--- src/rtl/thlri_pkg.sv ---
`default_nettype none
package thlri_pkg;

	localparam int unsigned LIST_DEPTH_DEF = 64;
	localparam int unsigned LABEL_COUNT_DEF = 16;
	localparam int unsigned VERTEX_BITS_DEF = 20;

	localparam int unsigned MODE_W = 2;
	localparam int unsigned VERTEX_W = 20;
	localparam int unsigned MASK_W = 16;

	typedef enum logic [MODE_W-1:0] {
		MODE_CLEAR  = 2'd0,
		MODE_INS_OUT = 2'd1,
		MODE_INS_IN = 2'd2,
		MODE_QUERY  = 2'd3
	} mode_t;

	typedef struct packed {
		logic eq;
		logic lt;
		logic a_in_c;
		logic b_in_c;
		logic c_in_a;
	} cmp_res_t;

endpackage
`default_nettype wire

--- src/rtl/thlri_list_mem.sv ---
`default_nettype none
module thlri_list_mem #(
	parameter int unsigned DEPTH = thlri_pkg::LIST_DEPTH_DEF,
	parameter int unsigned WIDTH = thlri_pkg::VERTEX_BITS_DEF + thlri_pkg::LABEL_COUNT_DEF
) (
	input  wire logic                     clk,
	input  wire logic                     we,
	input  wire logic [$clog2(DEPTH)-1:0] waddr,
	input  wire logic [WIDTH-1:0]         wdata,
	input  wire logic [$clog2(DEPTH)-1:0] raddr,
	output logic      [WIDTH-1:0]         rdata
);
	logic [WIDTH-1:0] mem_q [DEPTH];

	always_ff @(posedge clk) begin
		if (we) begin
			mem_q[waddr] <= wdata;
		end
	end

	always_ff @(posedge clk) begin
		rdata <= mem_q[raddr];
	end
endmodule
`default_nettype wire

--- config.mk ---
export PLATFORM = sky130hd
export DESIGN_NAME = thlri_list_mem
export DESIGN_NICKNAME = d
export VERILOG_FILES = /design/src/rtl/thlri_pkg.sv /design/src/rtl/thlri_list_mem.sv
export SDC_FILE = /design/constraint.sdc
export NUM_CORES = 2
export LEC_CHECK = 0
export BUFFER_PORTS_ARGS = -buffer_cell sky130_fd_sc_hd__clkbuf_2
export CORE_AREA = 2 2 432 519
export CTS_CLUSTER_SIZE = 8
export DETAILED_ROUTE_END_ITERATION = 6
export DIE_AREA = 0 0 434 521
export HOLD_SLACK_MARGIN = 0.08
export PLACE_DENSITY = 0.63
export SLEW_MARGIN = 20
export SYNTH_ARGS = -nofsm -noshare
export SYNTH_HDL_FRONTEND = slang
export SYNTH_SLANG_ARGS = --single-unit
--- constraint.sdc ---
create_clock -name clk -period 4.8 [get_ports clk]
set_input_delay 0.48 -clock clk [delete_from_list [all_inputs] [get_ports clk]]
set_output_delay 0.48 -clock clk [all_outputs]
set_load 0.02 [all_outputs]
==> out/qor.yml <==
floorplan:
  pin_count: 86
  die_area_um2: 226000
  fp.coreArea_um2: 221000
  initial_utilization: 0.398
  fp.dieW_um: 434
  die_h_um: 521
  rows: 189
clocking:
  cts_hold_buf: 0
  clk_pin_slew_ns: 0.05
  root_buffer: "clkbuf_16"
  cts_tree: "done"
  htree_num_levels: 5
  clock_path_buffers: 4
  numClockSinks: 2340
  clkLatencyLatePin_ns: 0.83
  cts_resized: 0
  post_cts_buffers: 0
  cts_buffers: 334
logic_synthesis:
  yosys_warnings: 0
  ys_types: 37
  yosysTopAreaCell: "edfxtp_1"
  ys.flop_type: "edfxtp_1"
  synth_edf_count: 2304
  syn_area_um2: 88000
  syn_avg_cell_area_um2: 23.3
  syn_inst: 3780
  synth_xor_area_frac: 0
  yosysMostFrequentCell: "edfxtp_1"
  synth_fa_ha_area_frac: 0
  muxShareOfSynthArea: 0.151
  synthSimpleGateAreaFrac: 0.0156
  synth_top_cells_by_count: "edfxtp_1 (2304), mux4_2 (556), o22ai_1 (123), nor2_1 (101), clkbuf_1 (89)"
  synth_top_family_by_area: "multiplexers"
  synth-compound-area-share: 0.0260
  synth_area_leaders: "edfxtp_1 (79%), mux4_2 (14%), o22ai_1 (0.87%)"
  ys_seq_area_frac: 0.795
  synth_top_area_frac: 0.786
  ys_ff_latch: 2340
  async_reset_ff_frac: 0
  synth_nets: 3830
pwr:
  power.leakage_nw: 31.8
  power.density_nw_per_um2: 448
  peakVddDrop_mv: 0.254
worst_setup_path:
  critical_path_class: "input port to flip-flop"
  critPathRequiredTime_ns: 5.56
  setup.worst_path.start_class: "input port"
  slowest_stage: "nor4_1"
  end_kind: "flip-flop"
  crit_path_max_incr_delay_ns: 1.01
  crit_path_max_fanout: 23
  crit_chain: "clkbuf_2 -> buf_4 -> nor2b_2 -> nand2_1 -> o22ai_1 -> nor4_1 -> o22a_1"
  arrival_ns: 3.80
  cp_top_family: "simple AND/OR/NAND/NOR gates"
  worst-path-buf-inv: 2
routing:
  vias_per_cell: 5.76
  drc_errors: 0
  vias: 42100
  wl_per_cell_um: 30.4
  initialDrtViolationCount: 4636
  drtAntennaViolNets: 0
  first_pass_iters: 5
  wl_um: 222000
global_route:
  grt_pass1_vias: 43700
  grt_max_degree: 118
  antenna_found_initial: 13
  grt.total_usage: 0.196
  grt_pass1_wl_um: 319000
  overflow: 0
place:
  hpwl_um: 129000
  place_ws_ns: 0.958
  gp_congestion: 0.804
  numPortBuffers: 85
sta:
  finalSetupViolCount: 0
  rsz0062_at_grt: "no"
  tns_ns: 0
  fmax_mhz: 328
  worst_pin_slew_ns: 1.14
  fin_skew_ns: 0.0285
  timing.final.crit_share: 0.635
  holdWs_ns: 0.197
  fin_ws_ns: 1.75
  slew_violations: 0
  finalHoldViolCount: 0
  period_needed_ns: 3.05
  max_slew_margin: 0.238
flow_run:
  drv_cap: 0
run_status:
  status: "finished clean"
cells_and_area:
  area.growth.synth_to_final_pct: 16.5
  layout.nets: 4221
  drive_gt1_frac: 0.293
min_path:
  hold_path_class: "input port to flip-flop"
## final timing paths
| check | cells after the start | slack [ns] | end | start |
|---|---|---|---|---|
| worst max-delay path | 7 | 1.75 | rdata[27] | raddr[3] |
| worst min register to register | 4 | 0.84 | rdata[18] | mem_q[47][18] |
| worst max register to register | 5 | 2.68 | rdata[16] | mem_q[0][16] |
| worst min-delay path | 1 | 0.20 | mem_q[9][21] | wdata[21] |
## where the power goes
group	switching [mW]	leakage, nW	internal [mW]
Sequential	0.120	21.0	22.7
Clock	8.10	4.49	13.0
Combinational	1.31	6.30	0.721
Total	9.53	31.8	36.4
## area by class of cell
class	count	area [um^2]
tap	2960	3700
clock buffer	484	9160
sequential	2340	69900
fill	18000	118000
multi-input combinational	1228	17500
clock inverter	12	168
timing repair buffer	267	2040
antenna	8	20.0
## layout by cell type (no fill, tap or decap), types with 42 or more instances in the layout
cell       Yosys  final
o22ai_1      123    123
nor2_4         0     62
mux4_2       556    556
nand3_1       45     45
clkbuf_1      89    139
edfxtp_1    2304   2304
mux2i_1       71     71
a211oi_1      42     42
buf_4         42    169
a22oi_1       76     76
clkbuf_16      0    345
clkbuf_2       0     77
## cell families after synthesis
kind of cell           Yosys count
buffers and inverters          212
AO/OA/AOI/OAI                  316
flip-flops                    2340
AND/OR/NAND/NOR                278
multiplexers                   634
## stage by stage
stage                     power (mW)  instance area, um^2   util  std cells
after floorplan                 24.2                88000      -       3780
after global placement          25.2                93000  0.421       6791
after detailed placement        25.2                93200  0.422       6795
after CTS                       46.2               102000  0.464       7291
after global routing            47.2               102000  0.464       7296
final                           46.0               103000  0.464       7299
## layer usage
layer	GRT usage	part of all wire
met1	0.254	0.39
met2	0.336	0.52
met3	0.0320	0.067
met4	0.0632	0.031
met5	0	0.000059
## flip-flops by register name, indices dropped and copies added, names as in the netlist
| name | cells |
|---|---|
| rdata | 36 |
| mem_q | 2304 |
No activity file was read; power rests on OpenSTA's default activity.
