<file path="src/rtl/thlri_pkg.sv">
`default_nettype none
package thlri_pkg;

	localparam int unsigned LIST_DEPTH_DEF = 64;
	localparam int unsigned LABEL_COUNT_DEF = 16;
	localparam int unsigned VERTEX_BITS_DEF = 20;

	localparam int unsigned MODE_W = 2;
	localparam int unsigned VERTEX_W = 20;
	localparam int unsigned MASK_W = 16;

	typedef enum logic [MODE_W-1:0] {
		MODE_CLEAR  = 2'd0,
		MODE_INS_OUT = 2'd1,
		MODE_INS_IN = 2'd2,
		MODE_QUERY  = 2'd3
	} mode_t;

	typedef struct packed {
		logic eq;
		logic lt;
		logic a_in_c;
		logic b_in_c;
		logic c_in_a;
	} cmp_res_t;

endpackage
`default_nettype wire

</file>
<file path="src/rtl/thlri_cmp.sv">
`default_nettype none
module thlri_cmp #(
	parameter int unsigned VERTEX_BITS = thlri_pkg::VERTEX_BITS_DEF,
	parameter int unsigned LABEL_COUNT = thlri_pkg::LABEL_COUNT_DEF
) (
	input  wire logic [VERTEX_BITS-1:0] hub_a,
	input  wire logic [VERTEX_BITS-1:0] hub_b,
	input  wire logic [LABEL_COUNT-1:0] mask_a,
	input  wire logic [LABEL_COUNT-1:0] mask_b,
	input  wire logic [LABEL_COUNT-1:0] mask_c,
	output thlri_pkg::cmp_res_t         res
);
	always_comb begin
		res.eq = hub_a == hub_b;
		res.lt = hub_a < hub_b;
		res.a_in_c = (mask_a & ~mask_c) == '0;
		res.b_in_c = (mask_b & ~mask_c) == '0;
		res.c_in_a = (mask_c & ~mask_a) == '0;
	end
endmodule
`default_nettype wire

</file>
<file path="config.mk">
export PLATFORM = sky130hd
export DESIGN_NAME = thlri_cmp
export DESIGN_NICKNAME = d
export VERILOG_FILES = /design/src/rtl/thlri_pkg.sv /design/src/rtl/thlri_cmp.sv
export SDC_FILE = /design/constraint.sdc
export NUM_CORES = 1
export LEC_CHECK = 0
export ABC_AREA = 1
export BUFFER_PORTS_ARGS = -buffer_cell sky130_fd_sc_hd__buf_4
export CORE_ASPECT_RATIO = 1.5
export CORE_MARGIN = 10
export CORE_UTILIZATION = 38
export DETAILED_ROUTE_END_ITERATION = 7
export GPL_ROUTABILITY_DRIVEN = 1
export PLACE_DENSITY = 0.82
export SETUP_SLACK_MARGIN = 0.3
export SLEW_MARGIN = 30
export SYNTH_ARGS = -nofsm -noshare
export SYNTH_HDL_FRONTEND = slang
export SYNTH_SLANG_ARGS = --single-unit
</file>
<file path="constraint.sdc">
create_clock -name vclk -period 2.28
set_input_delay 0.684 -clock vclk [all_inputs]
set_output_delay 0.684 -clock vclk [all_outputs]
set_load 0.1 [all_outputs]
</file>
==> impl_metrics.yaml <==
outcome:
  status: "finished with violations"
  violations: "setup timing"
critical_path:
  critPathLaunch: "hub_b[12]"
  cp-start-kind: "input pin"
  slowest_delay_ps: 260
  cp-end-kind: "output port"
  crit_top_cell: "nand2_4"
  cp_slowest_cell: "ha_4"
  cp-endpoint: "res[3]"
  worstPathMaxFanout: 3
  path_cells: "buf_4 -> inv_2 -> ha_4 -> nand2_4 -> nor2_2 -> nand2_4 -> nor2_1 -> nand2_1 -> nand2_2 -> nor2_4 -> buf_12"
  critical_path_class: "in -> out"
  cp_data_required_time_ps: 1600
  critPathArrivalTime_ps: 1900
die:
  core_area_um2: 2422
  die-area_um2: 4945
  io_pins: 93
  start_util: 0.3926
  core.rowCount: 22
  die_h_um: 81.27
  die_w_um: 60.85
drt:
  first_pass_iters: 4
  via_per_inst: 5.408
  via_count: 1644
  wl_per_cell_um: 19.70
  drtIter0Drc: 96
  drc: 0
  finalWirelength_um: 5990
  antenna_left: 0
flow_run:
  maxCapViolCount: 0
global_route:
  met3_usage: 0.05772
  grt_util_met2: 0.3466
  top_usage_layer: "met2"
  grt_pass1_vias: 1569
  antenna_found_initial: 0
  grt_max_degree: 4
  grt_pass1_wl_um: 7231
  use_met1: 0.1822
  grt_overflow: 0
  grt_usage: 0.1788
final_layout:
  num-nets-final: 390
  syn_to_final_growth_pct: 136.4
  drive_above_1_share: 0.6286
  design_area_um2: 2248
  stdcell_count: 304
  diodes: 0
  seq_area_um2: 0
  seq_cells: 0
  clkbuf_count: 0
placement:
  place_inst: 303
  gp_congestion: 0.7656
  io_buffers: 93
  dp_hpwl_um: 3753
  placed_area_um2: 1944
synthesis:
  yosysTopAreaCell: "ha_1"
  ys_warn_count: 0
  ys_top_cells_by_count: "61 x nand2_1, 49 x inv_1, 21 x nor2_1"
  synth_top_area_share: 0.2632
  synth-seq-area-share: 0
  synthDistinctLibCells: 13
  synth_most_common_cell: "nand2_1"
  syn-instance-count: 185
  synth_fp_nets: 293
  synth_area_um2: 950.9
  synth.area.top_cells: "ha_1 26%, nand2_1 24%, inv_1 19%"
  avgSynthCellArea_um2: 5.140
sta:
  rsz0062_at_grt: "true"
  drv_slew: 0
  max_freq_mhz: 386.8
  relSlewSlack: 0.8150
  hold_violations: 0
  finalWorstSetupSlack_ps: -305.4
  fin_crit_sh: 1.134
  worstMarginPinSlew_ps: 277.5
  fin_crit_ps: 2585
  setup_violations: 2
power:
  p_per_area_nw_per_um2: 210.7
  p_int_uw: 246.3
  clockPowerShare: 0
  p_sw_frac: 0.4800
  irDropWorstVdd_mv: 0.2062
  netSwitchingPower_uw: 227.4
  p_seq_frac: 0
  p_comb_frac: 1.000
  leakage_uw: 0.001214
worst_hold_path:
  hold_class: "in -> out"
[repair_timing]
| action | CTS | global route |
|---|---|---|
| pin swaps | 26 | 25 |
| buffers inserted | 1 | 0 |
| hold endpoints to repair | 0 | 0 |
| endpoints found under the setup margin | 5 | 5 |
| gates resized for setup | 51 | 34 |
| hold buffers | 0 | 0 |
[cell families (layout without fill, tap and decap cells)]
kind of cell             Yosys count  in the layout  synth area share
AND/OR/NAND/NOR                   88             88            0.3750
buffers and inverters             54            149            0.2132
AO/OA/AOI/OAI                     23             23            0.1487
adder cells (fa/ha/maj)           20             20            0.2632
[cell usage in the layout (no fill, tap or decap), drive strengths merged]
cell type	n
o22ai	12
nand2	64
ha	20
a21oi	7
inv	54
buf	95
nor2	23
o21ai	1
a22o	3
nor4	1
[power by group through the flow]
stage	sequential [uW]	combinational, uW	clock (uW)
2_1_floorplan	0	181	0
3_3_place_gp	0	341	0
3_5_place_dp	0	350	0
4_1_cts	0	400	0
5_1_grt	0	506	0
6_report	0	474	0
[final cells by class]
| type | count | area [um2] |
|---|---|---|
| fillers | 97 | 173.9 |
| inverters | 54 | 247.7 |
| multi-input cells | 131 | 1125 |
| well taps | 24 | 30.03 |
| repair buffers | 95 | 845.8 |
[through the flow]
step / hold WS [ps] / power [uW] / utilization / setup WS (ps) / setup TNS (ps)
floorplan: 1697 / 181.0 / - / -635.9 / -898.0
detailed placement: 1938 / 349.6 / 0.8027 / -322.2 / -639.9
global route: 1893 / 505.5 / 0.9282 / -337.0 / -692.2
global placement: 1933 / 341.4 / 0.8027 / -314.9 / -619.7
CTS: 1885 / 399.6 / 0.8838 / -204.9 / -406.3
finish: 1865 / 473.6 / 0.9282 / -305.4 / -594.7
[worst min-delay path by stage]
stage,from,endpoint,depth (start not counted)
2_1_floorplan,mask_c[11],res[0],5
3_3_place_gp,mask_b[13],res[1],7
3_5_place_dp,mask_a[8],res[2],7
4_1_cts,mask_a[8],res[2],7
5_1_grt,mask_a[8],res[2],7
6_report,mask_a[8],res[2],7
[worst max-delay path, delay by kind of cell]
kind | cells | cell delay (ps)
adders and majority gates | 1 | 260
and+or+nand+nor | 7 | 660
buffers and inverters | 3 | 290
[routing by layer]
layer	vias to the layer above	share of wire	routed length [um]
li1	754	-	-
met1	727	0.31	1867
met2	134	0.52	3130
met3	29	0.12	713
met4	0	0.047	279
met5	-	0	0
Power figures use the tool's default switching activity.
